[config.mk]
export PLATFORM = sky130hd
export DESIGN_NAME = bia_front
export DESIGN_NICKNAME = d
export VERILOG_FILES = /design/src/design/assert_macros.svh /design/src/design/bia_pkg.sv /design/src/design/bia_front.sv
export SDC_FILE = /design/constraint.sdc
export NUM_CORES = 1
export LEC_CHECK = 0
export ABC_CLOCK_PERIOD_IN_PS = 14300
export BUFFER_PORTS_ARGS = -buffer_cell sky130_fd_sc_hd__buf_2
export CORE_AREA = 2 2 116 118
export DETAILED_ROUTE_END_ITERATION = 7
export DIE_AREA = 0 0 118 120
export GPL_ROUTABILITY_DRIVEN = 0
export HOLD_SLACK_MARGIN = 0.03
export PLACE_DENSITY_LB_ADDON = 0.08
export SETUP_SLACK_MARGIN = 0.2
export SLEW_MARGIN = 20
export SYNTH_ARGS = -nofsm -noshare
export SYNTH_HDL_FRONTEND = slang
export SYNTH_SLANG_ARGS = --single-unit
[constraint.sdc]
create_clock -name clock -period 14.3 [get_ports clock]
set_input_delay 1.43 -clock clock [delete_from_list [all_inputs] [get_ports clock]]
set_output_delay 1.43 -clock clock [all_outputs]
set_load 0.02 [all_outputs]
[src/design/assert_macros.svh]
// assertion helpers used by the top-level design file
`ifndef ASSERT_MACROS_SVH
`define ASSERT_MACROS_SVH

// same-cycle implication checked on every rising clock edge
`define BIA_ASSERT_SAME(lbl, clk, ante, cons, msg) \
   lbl: assert property (@(posedge clk) (ante) |-> (cons)) else $error(msg);

// next-cycle implication checked on every rising clock edge
`define BIA_ASSERT_NEXT(lbl, clk, ante, cons, msg) \
   lbl: assert property (@(posedge clk) (ante) |=> (cons)) else $error(msg);

`endif

[src/design/bia_pkg.sv]
package bia_pkg;

   // operation codes of the input item
   localparam logic [4:0] OP_IADD  = 5'd0;
   localparam logic [4:0] OP_LADD  = 5'd1;
   localparam logic [4:0] OP_ISUB  = 5'd2;
   localparam logic [4:0] OP_LSUB  = 5'd3;
   localparam logic [4:0] OP_IMUL  = 5'd4;
   localparam logic [4:0] OP_LMUL  = 5'd5;
   localparam logic [4:0] OP_IDIV  = 5'd6;
   localparam logic [4:0] OP_LDIV  = 5'd7;
   localparam logic [4:0] OP_IREM  = 5'd8;
   localparam logic [4:0] OP_LREM  = 5'd9;
   localparam logic [4:0] OP_INEG  = 5'd10;
   localparam logic [4:0] OP_LNEG  = 5'd11;
   localparam logic [4:0] OP_ISHL  = 5'd12;
   localparam logic [4:0] OP_LSHL  = 5'd13;
   localparam logic [4:0] OP_ISHR  = 5'd14;
   localparam logic [4:0] OP_LSHR  = 5'd15;
   localparam logic [4:0] OP_IUSHR = 5'd16;
   localparam logic [4:0] OP_LUSHR = 5'd17;
   localparam logic [4:0] OP_IAND  = 5'd18;
   localparam logic [4:0] OP_LAND  = 5'd19;
   localparam logic [4:0] OP_IOR   = 5'd20;
   localparam logic [4:0] OP_LOR   = 5'd21;
   localparam logic [4:0] OP_IXOR  = 5'd22;
   localparam logic [4:0] OP_LXOR  = 5'd23;
   localparam logic [4:0] OP_IINC  = 5'd24;

   // shift count masks
   localparam logic [5:0] SHIFT_MASK_32 = 6'h1f;
   localparam logic [5:0] SHIFT_MASK_64 = 6'h3f;

   // one quotient bit per divider stage
   localparam int DIV_STEPS = 64;

   // default depth of the queue between front and back
   localparam int BIA_QUEUE_DEPTH = 2;

   // execution class of an item
   typedef enum logic [3:0] {
      CLS_NONE, CLS_ADD, CLS_SUB, CLS_MUL, CLS_DIV, CLS_REM, CLS_NEG,
      CLS_SHL, CLS_SHR, CLS_USHR, CLS_AND, CLS_OR, CLS_XOR
   } bia_cls_type;

   // classified item handed from front to back
   typedef struct packed {
      bia_cls_type cls;
      logic        narrow;
      logic        wl;
      logic [7:0]  widx;
      logic [5:0]  shamt;
      logic [63:0] a;
      logic [63:0] b;
   } bia_item_type;

   // payload of one back pipeline stage
   typedef struct packed {
      bia_cls_type cls;
      logic        narrow;
      logic        wl;
      logic [7:0]  widx;
      logic        dz;
      logic        neg_q;
      logic        neg_r;
      logic [63:0] res;
      logic [31:0] p1;
      logic [31:0] p2;
      logic [63:0] rem;
      logic [63:0] quo;
      logic [63:0] dvs;
   } bia_stage_type;

   function automatic logic [63:0] sext32(input logic [63:0] x);
      sext32 = {{32{x[31]}}, x[31:0]};
   endfunction

endpackage

[src/design/bia_front.sv]
module bia_front import bia_pkg::*; (
   input  logic         clock,
   input  logic         reset,
   input  logic         req_valid,
   output logic         req_stall,
   input  logic [4:0]   req_operation,
   input  logic [63:0]  req_value_a,
   input  logic [63:0]  req_value_b,
   input  logic [7:0]   req_local_index,
   input  logic         q_full,
   output logic         q_push,
   output bia_item_type q_item
);

   logic         vld_ff;
   logic         vld_in;
   bia_item_type item_ff;
   bia_item_type item_in;
   logic         load;

   // hand the held item to the queue when it has room
   assign q_push    = vld_ff && !q_full;
   assign req_stall = vld_ff && q_full;
   assign load      = req_valid && !req_stall;
   assign vld_in    = load || (vld_ff && q_full);
   assign q_item    = item_ff;

   // classify the operation and extend the operands
   always_comb begin
      item_in.cls    = CLS_NONE;
      item_in.narrow = !req_operation[0];
      item_in.wl     = 1'b0;
      item_in.widx   = 8'd0;
      item_in.a      = req_operation[0] ? req_value_a : sext32(req_value_a);
      item_in.b      = req_operation[0] ? req_value_b : sext32(req_value_b);
      item_in.shamt  = req_operation[0] ? (req_value_b[5:0] & SHIFT_MASK_64)
                                        : (req_value_b[5:0] & SHIFT_MASK_32);
      unique case (req_operation) inside
         OP_IADD, OP_LADD:   item_in.cls = CLS_ADD;
         OP_ISUB, OP_LSUB:   item_in.cls = CLS_SUB;
         OP_IMUL, OP_LMUL:   item_in.cls = CLS_MUL;
         OP_IDIV, OP_LDIV:   item_in.cls = CLS_DIV;
         OP_IREM, OP_LREM:   item_in.cls = CLS_REM;
         OP_INEG, OP_LNEG:   item_in.cls = CLS_NEG;
         OP_ISHL, OP_LSHL:   item_in.cls = CLS_SHL;
         OP_ISHR, OP_LSHR:   item_in.cls = CLS_SHR;
         OP_IUSHR, OP_LUSHR: begin
            item_in.cls = CLS_USHR;
            // logical shift sees the raw low word
            if (!req_operation[0]) begin
               item_in.a = {32'd0, req_value_a[31:0]};
            end
         end
         OP_IAND, OP_LAND:   item_in.cls = CLS_AND;
         OP_IOR, OP_LOR:     item_in.cls = CLS_OR;
         OP_IXOR, OP_LXOR:   item_in.cls = CLS_XOR;
         OP_IINC: begin
            item_in.cls    = CLS_ADD;
            item_in.narrow = 1'b1;
            item_in.wl     = 1'b1;
            item_in.widx   = req_local_index;
            item_in.b      = {{56{req_value_b[7]}}, req_value_b[7:0]};
         end
         default: begin
            item_in.cls    = CLS_NONE;
            item_in.narrow = 1'b0;
         end
      endcase
   end

   // holding register
   always_ff @(posedge clock) begin
      if (reset) begin
         vld_ff <= 1'b0;
      end else begin
         vld_ff <= vld_in;
      end
      if (load) begin
         item_ff <= item_in;
      end
   end

endmodule

==> out/metrics.yaml <==
logic_synthesis:
  synth_cells: 326
  seq_area_frac_synth_pct: 79.9
  synth_edf_count: 143
  synth_nets: 471
  ys.flop_type: "edfxtp_1"
  synth-warning-count: 0
  async_flop_share_pct: 0
  ys_types: 28
  yosys_register_bits: 144
  synth.avg_cell_area_um2: 16.6
  syn_area_mm2: 0.00540
power_and_ir_drop:
  ir_worst_vdd_uv: 77.8
  leakage_uw: 0.00364
  power_density_mw_per_mm2: 143
critical_path:
  crit_fanout: 3
  crit_required_ps: 12870
  cp.arrival_ps: 1910
  reg2reg_slack_ps: 11980
  cp-start-kind: "input port"
  worstSetupEndpointType: "output port"
  path_class: "in -> out"
route:
  top_layer_used: "met4"
  drt.antenna.violating_nets: 0
  met2_length_um: 6450
  viasPerCell: 4.60
  met1_length_um: 4530
  wl_per_cell_um: 15.5
  vias: 3715
  drc: 0
  firstDrtPassIters: 4
  first_iter_violations: 154
  met3_wirelength_um: 1150
  wirelength_um: 12500
final_layout:
  post-route-util_pct: 58.7
  layout-drive-gt1-share_pct: 52.6
  num-fill-cells: 1081
  regArea_mm2: 0.00431
  final_nets: 763
  multi_input_area_um2: 818
  postLayoutCellArea_mm2: 0.00762
  layout_common_cells: "294 x buf_2, 143 x edfxtp_1, 56 x a21o_1"
  antenna_cells: 0
  final_common_cell: "buf_2"
  syn_to_final_growth_pct: 41.1
global_route:
  track_usage_pct: 17.8
  grt_pass1_wl_um: 18700
  grt_pass1_vias: 3745
  antenna_found_initial: 0
  grt.overflow.total: 0
  grt_max_degree: 91
place:
  hpwlAfterDp_um: 8770
  placed_cell_area_mm2: 0.00698
  io_buffers: 294
sta:
  period_share_pct: 23.3
  period_minus_slack_ps: 3340
  rsz0062_at_grt: "false"
  final_hold_viol_count: 0
  max_slew_margin_pct: 35.4
  worstMarginPinSlew_ps: 969
  max_freq_mhz: 300
  maxSlewViolCount: 0
  fin_skew_ps: 5.61
  finalSetupViolCount: 0
  final.setup.tns_ps: 0
floorplanning:
  die_area_mm2: 0.0142
  die_h_um: 120
  io_pins: 295
  core_mm2: 0.0130
  start_util_pct: 41.6
  num_rows: 42
  dieWidth_um: 118
cts:
  cts_num_sinks: 144
  tritoncts: "built"
  path_clk_slew_ps: 60
  worstSkewPairLatency_ps: 410
  cts_buffers: 17
  cts-root-buf: "clkbuf_16"
  cts_max_level: 4
  cts_resized: 0
  cts_setup_buffers: 0
  cts_buffer_depth: 2
  hold_buffers: 0
worst_hold_path:
  min_path_type: "reg -> reg"
status:
  status: "finished, final reports clean"
run:
  drv_cap: 0
-- synth_stat cells, types with 2 or more instances --
cell,instances,share of area [%]
nor2b_1,2,0.23
a21o_1,56,7.8
nor2_1,4,0.28
inv_1,35,2.4
buf_1,3,0.21
buf_4,5,0.70
or2_2,2,0.23
edfxtp_1,143,79
clkbuf_1,9,0.63
and2_1,10,1.2
a31oi_1,2,0.23
buf_6,3,0.63
buf_2,5,0.46
a21oi_1,33,3.1
-- stage by stage --
stage | hold slack, ps | total power (uW) | std cells | setup WS (ps)
floorplan | 683 | 588 | 326 | 5690
global placement | 636 | 634 | 774 | 10490
detailed placement | 651 | 637 | 774 | 10430
CTS | 659 | 1100 | 806 | 10890
global route | 701 | 1130 | 807 | 10940
finish | 648 | 1090 | 807 | 10960
-- final cells by class --
cell class                 instances  share of cell area, %
tap                              176                   2.89
inverter                          36                   1.77
sequential                       144                   56.6
clock buffer                      17                   5.58
multi-input combinational        121                   10.7
clock inverter                    15                   2.59
timing repair buffer             298                   19.8
-- flip-flops by register name, summed over array words and instances (netlist names) --
| signal | flops |
|---|---|
| q_item | 143 |
| vld_ff | 1 |
-- power by group --
part           total, uW  switching, uW  internal, uW  leakage, uW
registers            506           6.54           499      0.00140
clock network        465            160           305     0.000308
logic                121           76.4          44.2      0.00194
-- critical path: stages --
cell and delay [ps]:
buf_2 80, and2_1 200, buf_2 190
-- worst paths after layout --
kind | from | to | cells after the start
max | q_full | req_stall | 3
min | vld_ff | vld_ff | 3
max reg2reg | vld_ff | q_item[26] | 4
min reg2reg | vld_ff | vld_ff | 3
-- per-layer routing --
metal,vias up,GRT usage (%)
met3,32,7.75
met1,1724,18.6
li1,1778,-
met2,181,30.1
met4,0,9.56
met5,-,0
-- cell families (layout without fill, tap and decap cells) --
kind of cell | Yosys count | after routing | synth area share (%)
xor gates and xnor gates | 1 | 1 | 0.162
muxes | 2 | 2 | 0.394
buffers and inverters | 61 | 366 | 5.12
and+or+nand+nor | 25 | 25 | 3.10
AOI/OAI and AO/OA | 93 | 93 | 11.4
DFF | 144 | 144 | 79.9
(Power assumes the default switching activity.)
