$ cat src/design/assert_macros.svh
// assertion helpers used by the top-level design file
`ifndef ASSERT_MACROS_SVH
`define ASSERT_MACROS_SVH

// same-cycle implication checked on every rising clock edge
`define BIA_ASSERT_SAME(lbl, clk, ante, cons, msg) \
   lbl: assert property (@(posedge clk) (ante) |-> (cons)) else $error(msg);

// next-cycle implication checked on every rising clock edge
`define BIA_ASSERT_NEXT(lbl, clk, ante, cons, msg) \
   lbl: assert property (@(posedge clk) (ante) |=> (cons)) else $error(msg);

`endif

$ cat src/design/bia_pkg.sv
package bia_pkg;

   // operation codes of the input item
   localparam logic [4:0] OP_IADD  = 5'd0;
   localparam logic [4:0] OP_LADD  = 5'd1;
   localparam logic [4:0] OP_ISUB  = 5'd2;
   localparam logic [4:0] OP_LSUB  = 5'd3;
   localparam logic [4:0] OP_IMUL  = 5'd4;
   localparam logic [4:0] OP_LMUL  = 5'd5;
   localparam logic [4:0] OP_IDIV  = 5'd6;
   localparam logic [4:0] OP_LDIV  = 5'd7;
   localparam logic [4:0] OP_IREM  = 5'd8;
   localparam logic [4:0] OP_LREM  = 5'd9;
   localparam logic [4:0] OP_INEG  = 5'd10;
   localparam logic [4:0] OP_LNEG  = 5'd11;
   localparam logic [4:0] OP_ISHL  = 5'd12;
   localparam logic [4:0] OP_LSHL  = 5'd13;
   localparam logic [4:0] OP_ISHR  = 5'd14;
   localparam logic [4:0] OP_LSHR  = 5'd15;
   localparam logic [4:0] OP_IUSHR = 5'd16;
   localparam logic [4:0] OP_LUSHR = 5'd17;
   localparam logic [4:0] OP_IAND  = 5'd18;
   localparam logic [4:0] OP_LAND  = 5'd19;
   localparam logic [4:0] OP_IOR   = 5'd20;
   localparam logic [4:0] OP_LOR   = 5'd21;
   localparam logic [4:0] OP_IXOR  = 5'd22;
   localparam logic [4:0] OP_LXOR  = 5'd23;
   localparam logic [4:0] OP_IINC  = 5'd24;

   // shift count masks
   localparam logic [5:0] SHIFT_MASK_32 = 6'h1f;
   localparam logic [5:0] SHIFT_MASK_64 = 6'h3f;

   // one quotient bit per divider stage
   localparam int DIV_STEPS = 64;

   // default depth of the queue between front and back
   localparam int BIA_QUEUE_DEPTH = 2;

   // execution class of an item
   typedef enum logic [3:0] {
      CLS_NONE, CLS_ADD, CLS_SUB, CLS_MUL, CLS_DIV, CLS_REM, CLS_NEG,
      CLS_SHL, CLS_SHR, CLS_USHR, CLS_AND, CLS_OR, CLS_XOR
   } bia_cls_type;

   // classified item handed from front to back
   typedef struct packed {
      bia_cls_type cls;
      logic        narrow;
      logic        wl;
      logic [7:0]  widx;
      logic [5:0]  shamt;
      logic [63:0] a;
      logic [63:0] b;
   } bia_item_type;

   // payload of one back pipeline stage
   typedef struct packed {
      bia_cls_type cls;
      logic        narrow;
      logic        wl;
      logic [7:0]  widx;
      logic        dz;
      logic        neg_q;
      logic        neg_r;
      logic [63:0] res;
      logic [31:0] p1;
      logic [31:0] p2;
      logic [63:0] rem;
      logic [63:0] quo;
      logic [63:0] dvs;
   } bia_stage_type;

   function automatic logic [63:0] sext32(input logic [63:0] x);
      sext32 = {{32{x[31]}}, x[31:0]};
   endfunction

endpackage

$ cat src/design/bia_fifo.sv
module bia_fifo import bia_pkg::*; #(
   parameter int DEPTH = BIA_QUEUE_DEPTH
) (
   input  logic         clock,
   input  logic         reset,
   input  logic         push,
   input  bia_item_type push_item,
   output logic         full,
   input  logic         pop,
   output logic         not_empty,
   output bia_item_type pop_item
);

   localparam int PTR_W = (DEPTH > 1) ? $clog2(DEPTH) : 1;
   localparam int CNT_W = $clog2(DEPTH + 1);

   bia_item_type     mem_ff [DEPTH];
   logic [PTR_W-1:0] wr_ptr_ff;
   logic [PTR_W-1:0] wr_ptr_in;
   logic [PTR_W-1:0] rd_ptr_ff;
   logic [PTR_W-1:0] rd_ptr_in;
   logic [CNT_W-1:0] cnt_ff;
   logic [CNT_W-1:0] cnt_in;

   assign full      = (cnt_ff == CNT_W'(DEPTH));
   assign not_empty = (cnt_ff != '0);
   assign pop_item  = mem_ff[rd_ptr_ff];

   // pointer wrap and fill count
   always_comb begin
      wr_ptr_in = wr_ptr_ff;
      rd_ptr_in = rd_ptr_ff;
      cnt_in    = cnt_ff;
      if (push) begin
         wr_ptr_in = (wr_ptr_ff == PTR_W'(DEPTH - 1)) ? '0 : wr_ptr_ff + 1'b1;
      end
      if (pop) begin
         rd_ptr_in = (rd_ptr_ff == PTR_W'(DEPTH - 1)) ? '0 : rd_ptr_ff + 1'b1;
      end
      case ({push, pop})
         2'b10:   cnt_in = cnt_ff + 1'b1;
         2'b01:   cnt_in = cnt_ff - 1'b1;
         default: cnt_in = cnt_ff;
      endcase
   end

   always_ff @(posedge clock) begin
      if (reset) begin
         wr_ptr_ff <= '0;
         rd_ptr_ff <= '0;
         cnt_ff    <= '0;
      end else begin
         wr_ptr_ff <= wr_ptr_in;
         rd_ptr_ff <= rd_ptr_in;
         cnt_ff    <= cnt_in;
      end
      if (push) begin
         mem_ff[wr_ptr_ff] <= push_item;
      end
   end

endmodule

$ cat config.mk
export PLATFORM = sky130hd
export DESIGN_NAME = bia_fifo
export DESIGN_NICKNAME = d
export VERILOG_FILES = /design/src/design/assert_macros.svh /design/src/design/bia_pkg.sv /design/src/design/bia_fifo.sv
export SDC_FILE = /design/constraint.sdc
export NUM_CORES = 1
export LEC_CHECK = 0
export BUFFER_PORTS_ARGS = -buffer_cell sky130_fd_sc_hd__buf_4
export CAP_MARGIN = 0
export CORE_MARGIN = 3
export CORE_UTILIZATION = 40
export DETAILED_ROUTE_END_ITERATION = 8
export GPL_TIMING_DRIVEN = 1
export HOLD_SLACK_MARGIN = 0.12
export SLEW_MARGIN = 10
export SYNTH_ARGS = -nofsm -noshare
export SYNTH_HDL_FRONTEND = slang
export SYNTH_SLANG_ARGS = --single-unit
$ cat constraint.sdc
create_clock -name clock -period 16.68 [get_ports clock]
set_clock_uncertainty 0.2 [all_clocks]
set_input_delay 4.17 -clock clock [delete_from_list [all_inputs] [get_ports clock]]
set_output_delay 4.17 -clock clock [all_outputs]
set_load 0.01 [all_outputs]
==> results.toml, run 1 <==
[status]
status = "complete, no violations"

[yosys]
synth_top_area_cell = "edfxtp_1"
ys_warn_count = 0
netlist_top_cells_count = "296 x edfxtp_1, 148 x mux2_2, 10 x buf_6, 5 x dfxtp_1, 5 x nor2_1"
synthArstFlopShare_pct = 0
syn_nets = 635
synth.most_common_cell = "edfxtp_1"
seq_area_frac_synth_pct = 82.3
syn-cell-area_mm2 = 0.0109
ys_ff_latch = 301
synth_cell_types = 17
synth_area_leaders = "edfxtp_1 81%, mux2_2 15%, buf_6 1.0%, dfxtp_1 0.92%, buf_4 0.28%"
synth-main-ff-cell = "edfxtp_1"
synth_top_area_share_pct = 81.4
synth-edff-count = 296
syn_inst = 482
synth.avg_cell_area_um2 = 22.6

[layout]
drive_gt1_share_pct = 60.4
fillerInstances = 2073
n_antenna_cell = 0
syn_to_final_growth_pct = 33.0
final_net_count = 960

[pwr]
p_leak_nw = 5.40
powerDensity_mw_per_mm2 = 123
ir_worst_vdd_mv = 0.101

[sta]
fin_tns_setup_ns = 0
fin_crit_sh_pct = 44.6
setup_viol = 0
rsz0062_at_grt = "false"
fin_crit_ns = 7.44
drv_slew = 0
setup_slack_ns = 9.24
finalHoldViolCount = 0
tightest_slew_ns = 1.10
timing.fmax_mhz = 134
relSlewSlack_pct = 26.3

[die]
die_x_um = 171
core-area_mm2 = 0.0264
rows = 59
initial_utilization_pct = 41.3
io_pins = 302
die_h_um = 171
die_area_mm2 = 0.0293

[clock_network]
clk_path_buf_depth = 3
cts_made_buffers = 34
clk_latency_ns = 0.49
cts_resized = 0
clk_pin_slew_ns = 0.05
cts_tree = "yes"
clkSinkCount = 301
cts-root-buf = "clkbuf_16"
cts_setup_buffers = 0
holdBufCountCts = 0
cts-htree-levels = 2

[routing]
route.detailed.drc = 0
vias = 5529
wl_per_cell_um = 19.4
drt_first_pass_iters = 4
ant_nets = 0
routed_wl_um = 22500
viasPerCell = 4.75
dr.first_iter.drc_count = 336

[critical_path]
rr_startpoint = "wr_ptr_ff"
crit_slowest_cell = "dfxtp_4"
cp.arrival_ns = 3.07
critPathLaunchType = "register"
worstPathRequired_ns = 12.31
cp_max_fo = 81
regToRegEndpoint = "mem_ff[1][108]"
end_kind = "primary output"
rrSetupSlack_ns = 13.78
cpMostUsedCell = "buf_4"
rr_worst_depth = 2
crit_type = "reg2out"
slowest_delay_ns = 1.04
crit_chain = "buf_4, mux2_2, buf_4"

[global_routing]
grt_max_degree = 82
overflow = 0
antenna_found_initial = 0
grt_pass1_vias = 6090
grt_pass1_wl_um = 33700
track_usage_pct = 14.9

[place]
place.gp.congestion = 0.763
hpwl_um = 15100
numPortBuffers = 301
dp_slack_ns = 9.65

[hold_path]
min_to = "cnt_ff[1]"
min-delay-start = "cnt_ff[1]"
hp-class = "reg2reg"
worstHoldPathCells = 2

[run]
drv_cap = 0
[placed cells by master, fill, tap and decap left out, drive strengths merged]
cell type | Yosys | routed
a21oi | 1 | 1
and2 | 1 | 1
and2b | 1 | 1
buf | 16 | 305
bufinv | 0 | 1
clkbuf | 0 | 44
clkinv | 0 | 12
dfxtp | 5 | 5
edfxtp | 296 | 296
ha | 1 | 1
inv | 1 | 1
mux2 | 148 | 148
nor2 | 5 | 5
o21ai | 1 | 1
or2 | 1 | 1
or3 | 1 | 1
xnor2 | 3 | 3
xor2 | 1 | 1
[stage by stage]
step	instances	total power [mW]	hold WS (ns)	instance area [um^2]	utilization (%)
after floorplan	482	1.02	0.256	10900	-
after global placement	1106	1.12	0.272	13500	51.0
after detailed placement	1106	1.13	0.294	13500	51.0
after CTS	1163	1.81	0.301	14500	54.9
after global routing	1163	1.86	0.333	14500	54.9
final	1163	1.79	0.300	14500	54.9
[registers in the layout, summed over array words and instances (netlist names), named ones only]
signal and count:
mem_ff 296, rd_ptr_ff 1, cnt_ff 2, wr_ptr_ff 1
[area by class of cell]
| class | instances | area [um^2] | area share (%) |
|---|---|---|---|
| Sequential cell | 301 | 8990 | 61.9 |
| Tap cell | 335 | 419 | 2.89 |
| Timing Repair Buffer | 305 | 2290 | 15.8 |
| Multi-Input combinational cell | 164 | 1780 | 12.3 |
| Inverter | 1 | 3.75 | 0.0259 |
| Clock buffer | 44 | 952 | 6.56 |
| Clock inverter | 13 | 80.1 | 0.552 |
[layer usage]
layer / GRT usage [%] / wire length (um) / vias up
li1: - / - / 2572
met1: 17.4 / 8410 / 2667
met2: 24.0 / 10600 / 239
met3: 7.31 / 2840 / 51
met4: 5.35 / 712 / 0
met5: 0 / 0 / -
[worst max-delay path, delay by kind of cell, from the launching register on]
family	cells	cell delay (ns)
multiplexers	1	0.44
buffers and inverters	2	0.98
flip-flops	1	1.04
[power by group]
group,leakage (nW),internal [mW],total (mW),switching [mW]
Clock,0.507,0.414,0.682,0.268
Sequential,2.82,0.884,0.902,0.0177
Combinational,2.07,0.112,0.204,0.0925
[how the worst max path moves through the flow]
stage,from,end,cells past startpoint
after global routing,register,pop_item[63],3
final,register,pop_item[63],3
after detailed placement,register,pop_item[63],3
after floorplan,push,mem_ff[0][0],2
after CTS,register,pop_item[63],3
after global placement,register,pop_item[63],3
[kinds of logic (layout without fill, tap and decap cells)]
| kind of cell | after synthesis | count (layout) | share of synthesized area, % |
|---|---|---|---|
| flops | 301 | 301 | 82.3 |
| compound gates | 2 | 2 | 0.0916 |
| xor+xnor | 4 | 4 | 0.321 |
| fa+ha+maj | 1 | 1 | 0.115 |
| simple gates | 9 | 9 | 0.424 |
| buf+inv | 17 | 363 | 1.43 |
| mux | 148 | 148 | 15.3 |
No activity file was read; power rests on OpenSTA's default activity.
==> run 2: changes to the inputs <==
clock period = 7.25 ns   (was 16.68 ns; I/O delays follow)
==> run 2 against run 1 <==
Net effect: largest cell class unchanged; largest power group unchanged; critical path type unchanged; core utilization fell by 0.12 points; clock power rose by 120%; sequential cell count did not move; routed wire length fell by 0.31%; final cell count fell by 0.17%; die area did not move; sequential power rose by 130%; worst hold slack improved by 0.00082 ns.
==> results.toml, run 2 (synthesis results as in run 1) <==
[die]
io_pins = 302
initial_utilization_pct = 41.3
die_area_mm2 = 0.0293
rows = 59
core-area_mm2 = 0.0264
die_x_um = 171
die_h_um = 171

[hold_path]
hp-class = "reg2reg"

[routing]
drt_first_pass_iters = 4
wl_per_cell_um = 19.4
wl_met2_um = 10900
route.detailed.drc = 0
met3_length_um = 2710
met1Wirelength_um = 8210
ant_nets = 0
vias = 5532
dr.first_iter.drc_count = 318
viasPerCell = 4.76
routed_wl_um = 22500
routed.top_layer = "met4"

[sta]
fin_crit_ns = 4.69
drv_slew = 0
setup_viol = 0
relSlewSlack_pct = 29.0
fin_tns_setup_ns = 0
finalHoldViolCount = 0
fin_crit_sh_pct = 64.8
tightest_slew_ns = 1.07
timing.fmax_mhz = 213
setup_slack_ns = 2.56
rsz0062_at_grt = "false"

[clock_network]
cts_made_buffers = 31
cts_tree = "yes"
clk_pin_slew_ns = 0.06
cts_resized = 0
cts-htree-levels = 1
clk_path_buf_depth = 3
clk_latency_ns = 0.53
holdBufCountCts = 0
cts_setup_buffers = 0
cts-root-buf = "clkbuf_16"
clkSinkCount = 301

[run]
drv_cap = 0

[global_routing]
grt_max_degree = 80
track_usage_pct = 14.6
antenna_found_initial = 1
overflow = 0
grt_pass1_wl_um = 33200
grt_pass1_vias = 6019

[place]
numPortBuffers = 301
hpwl_um = 15000
dp_slack_ns = 3.10
placed_area_mm2 = 0.0135
place.gp.congestion = 0.763

[layout]
top_regs = "mem_ff x296, cnt_ff x2"
fillerInstances = 2110
largest_register_ffs = 296
syn_to_final_growth_pct = 32.7
drive_gt1_share_pct = 60.0
largest-register = "mem_ff"
layout_common_cells = "303 x buf_4, 296 x edfxtp_1, 148 x mux2_2"
final_net_count = 957
fin_area_mm2 = 0.0145
final_common_cell = "buf_4"

[critical_path]
cp_max_fo = 79
worst-path-buf-inv = 2
cp.arrival_ns = 2.68
critPathLaunchType = "register"
crit_slowest_cell = "dfxtp_4"
critPathTopFamily = "flip-flops"
worstPathRequired_ns = 5.24
crit_chain = "buf_12, mux2_2, buf_4"
slowest_delay_ns = 0.94
crit_type = "reg2out"
end_kind = "primary output"

[pwr]
powerDensity_mw_per_mm2 = 280
power_mw = 4.06
p_leak_nw = 5.36
ir_worst_vdd_mv = 0.202

[status]
status = "complete, no violations"
run 2: cell types whose count changed in the layout (fill, tap and decap cells not counted):
cell / delta
clkbuf_16: -6
bufinv_16: +3
clkinv_2: -3
buf_12: +2
buf_4: -2
clkbuf_1: +2
clkinvlp_4: +1
diode_2: +1
run 2: power by group:
part | internal [mW] | switching (mW)
Clock | 0.918 | 0.589
Sequential | 2.03 | 0.0384
Combinational | 0.259 | 0.216
run 2: per-layer routing:
layer,up-vias,global-route usage [%]
met5,-,0
met4,0,3.95
met3,40,6.69
met2,233,25.1
met1,2702,16.6
li1,2557,-
run 2: worst min-delay path, stage by stage, from the launching register on:
cell	delay, ns
dfxtp_1	0.32
o21ai_0	0.07
a21oi_1	0.06
run 2: final timing paths:
path | start | to | slack, ns | cells after the start
worst max-delay path | register | pop_item[133] | 2.56 | 3
worst min-delay path | cnt_ff[1] | cnt_ff[1] | 0.30 | 2
worst max register to register | wr_ptr_ff | mem_ff[1][4] | 4.84 | 2
worst min register to register | cnt_ff[1] | cnt_ff[1] | 0.30 | 2
run 2: layout make-up:
cell class              count  area [um^2]  share of cell area (%)
diodes                      1         2.50                  0.0173
clock buffers              40          810                    5.59
clock inverters            14          163                    1.12
inverters                   1         3.75                  0.0259
multi-input cells         164         1780                    12.3
flip-flops and latches    301         8990                    62.1
well taps                 335          419                    2.89
repair buffers            305         2310                    16.0
run 2: through the flow:
stage	hold WS [ns]	util [%]	instances
after CTS	0.307	54.8	1160
after floorplan	0.256	-	482
after global routing	0.341	54.8	1161
final	0.300	54.8	1161
after global placement	0.271	51.1	1106
after detailed placement	0.297	51.1	1106
==> run 3: changes to the inputs <==
PLACE_DENSITY = 0.66   (was unset)
clock period = 4.1 ns   (was 7.25 ns; I/O delays follow)
==> run 3 against run 2 <==
Net effect: global-route usage is 0.65 points lower; non-clock buffer count rose by 11; worst setup slack worse by 1.6 ns; sequential power up 75%; clock power increased by 70%; core utilization grew 0.37 points; via count increased by 1.0%; first-iteration DRC count decreased by 16%; combinational power rose by 87%; worst hold slack got worse by 0.0099 ns; count of clock-buffer cells in the layout fell by 5; register-to-register slack lost 2.7 ns; largest cell class unchanged; largest power group unchanged.
==> results.toml, run 3 (synthesis results as in run 1) <==
[sta]
setup_viol = 0
drv_slew = 0
finalHoldViolCount = 0
tightest_slew_ns = 0.777
setup_slack_ns = 0.957
fin_crit_ns = 3.14
rsz0062_at_grt = "false"
fin_crit_sh_pct = 76.7
timing.fmax_mhz = 318
relSlewSlack_pct = 48.1
fin_tns_setup_ns = 0

[global_routing]
antenna_found_initial = 0
grt_pass1_vias = 5906
grt_max_degree = 84
overflow = 0
track_usage_pct = 13.9
grt_pass1_wl_um = 32000

[routing]
drt_first_pass_iters = 4
route.detailed.drc = 0
wl_per_cell_um = 18.6
vias = 5590
routed_wl_um = 21800
viasPerCell = 4.76
ant_nets = 0
dr.first_iter.drc_count = 267

[die]
io_pins = 302
die_area_mm2 = 0.0293
die_x_um = 171
rows = 59
core-area_mm2 = 0.0264
initial_utilization_pct = 41.3
die_h_um = 171

[layout]
fillerInstances = 2073
final_common_cell = "buf_4"
largest-register = "mem_ff"
final_net_count = 968
n_antenna_cell = 0
syn_to_final_growth_pct = 33.6
fin_area_mm2 = 0.0146
drive_gt1_share_pct = 60.9
top_regs = "mem_ff x296, cnt_ff x2"
layout_common_cells = "310 x buf_4, 296 x edfxtp_1, 148 x mux2_2"
largest_register_ffs = 296

[critical_path]
critPathTopFamily = "buffers and inverters"
crit_type = "reg2out"
cp.arrival_ns = 1.92
cp_max_fo = 83
critPathLaunchType = "register"
slowest_delay_ns = 0.43
worst-path-buf-inv = 2
crit_slowest_cell = "mux2_2"
worstPathRequired_ns = 2.87
crit_chain = "buf_12, mux2_2, buf_4"
end_kind = "primary output"

[clock_network]
clk_latency_ns = 0.53
cts_made_buffers = 31
clk_path_buf_depth = 3
cts-htree-levels = 1
clk_pin_slew_ns = 0.06
cts_resized = 0
holdBufCountCts = 0
cts-root-buf = "clkbuf_16"
cts_setup_buffers = 0
clkSinkCount = 301
cts_tree = "yes"

[status]
status = "complete, no violations"

[place]
placed_area_mm2 = 0.0136
dp_slack_ns = 1.37
numPortBuffers = 301
hpwl_um = 14700
place.gp.congestion = 0.715

[pwr]
ir_worst_vdd_mv = 0.588
powerDensity_mw_per_mm2 = 486
p_leak_nw = 5.43

[run]
drv_cap = 0

[hold_path]
hp-class = "reg2reg"
-- run 3: cell count changes in the layout (fill, tap and decap cells not counted), sizes merged --
cell    change
diode       -1
clkinv     +10
clkbuf      -5
bufinv      -2
buf        +11
-- run 3: report_power, final --
part           leakage (nW)  internal, mW  switching, mW
logic                  2.15         0.478          0.411
registers              2.82          3.59         0.0385
clock network         0.464          1.49           1.07
-- run 3: tightest hold or removal path: stages (launching register included) --
cell and delay [ns]:
dfxtp_1 0.32, o21ai_0 0.07, a21oi_1 0.06
-- run 3: stage by stage --
step | util, % | power (mW) | cells | hold WS [ns]
detailed placement | 51.6 | 4.60 | 1117 | 0.286
CTS | 55.2 | 7.20 | 1174 | 0.294
global placement | 51.6 | 4.59 | 1117 | 0.279
global route | 55.2 | 7.39 | 1174 | 0.322
floorplan | - | 4.12 | 482 | 0.256
finish | 55.2 | 7.09 | 1174 | 0.291
-- run 3: final cells by class --
type / count / area, um^2 / area share (%)
Sequential cell: 301 / 8990 / 61.7
Timing Repair Buffer: 316 / 2450 / 16.8
Multi-Input combinational cell: 164 / 1780 / 12.2
Clock buffer: 35 / 791 / 5.42
Tap cell: 335 / 419 / 2.87
Clock inverter: 22 / 149 / 1.02
Inverter: 1 / 3.75 / 0.0257
-- run 3: worst paths after layout --
check / start / end / slack (ns) / depth (start not counted)
hold / removal: cnt_ff[1] / cnt_ff[1] / 0.29 / 2
setup / recovery: register / pop_item[90] / 0.96 / 3
hold reg to reg: cnt_ff[1] / cnt_ff[1] / 0.29 / 2
setup reg to reg: wr_ptr_ff / mem_ff[1][125] / 2.17 / 2
-- run 3: routing by layer --
| metal | GRT usage, % | vias to the layer above | part of all wire, % |
|---|---|---|---|
| li1 | - | 2589 | - |
| met1 | 17.3 | 2745 | 40 |
| met2 | 23.4 | 220 | 49 |
| met3 | 5.10 | 36 | 9.3 |
| met4 | 3.50 | 0 | 2.4 |
| met5 | 0 | - | 0 |
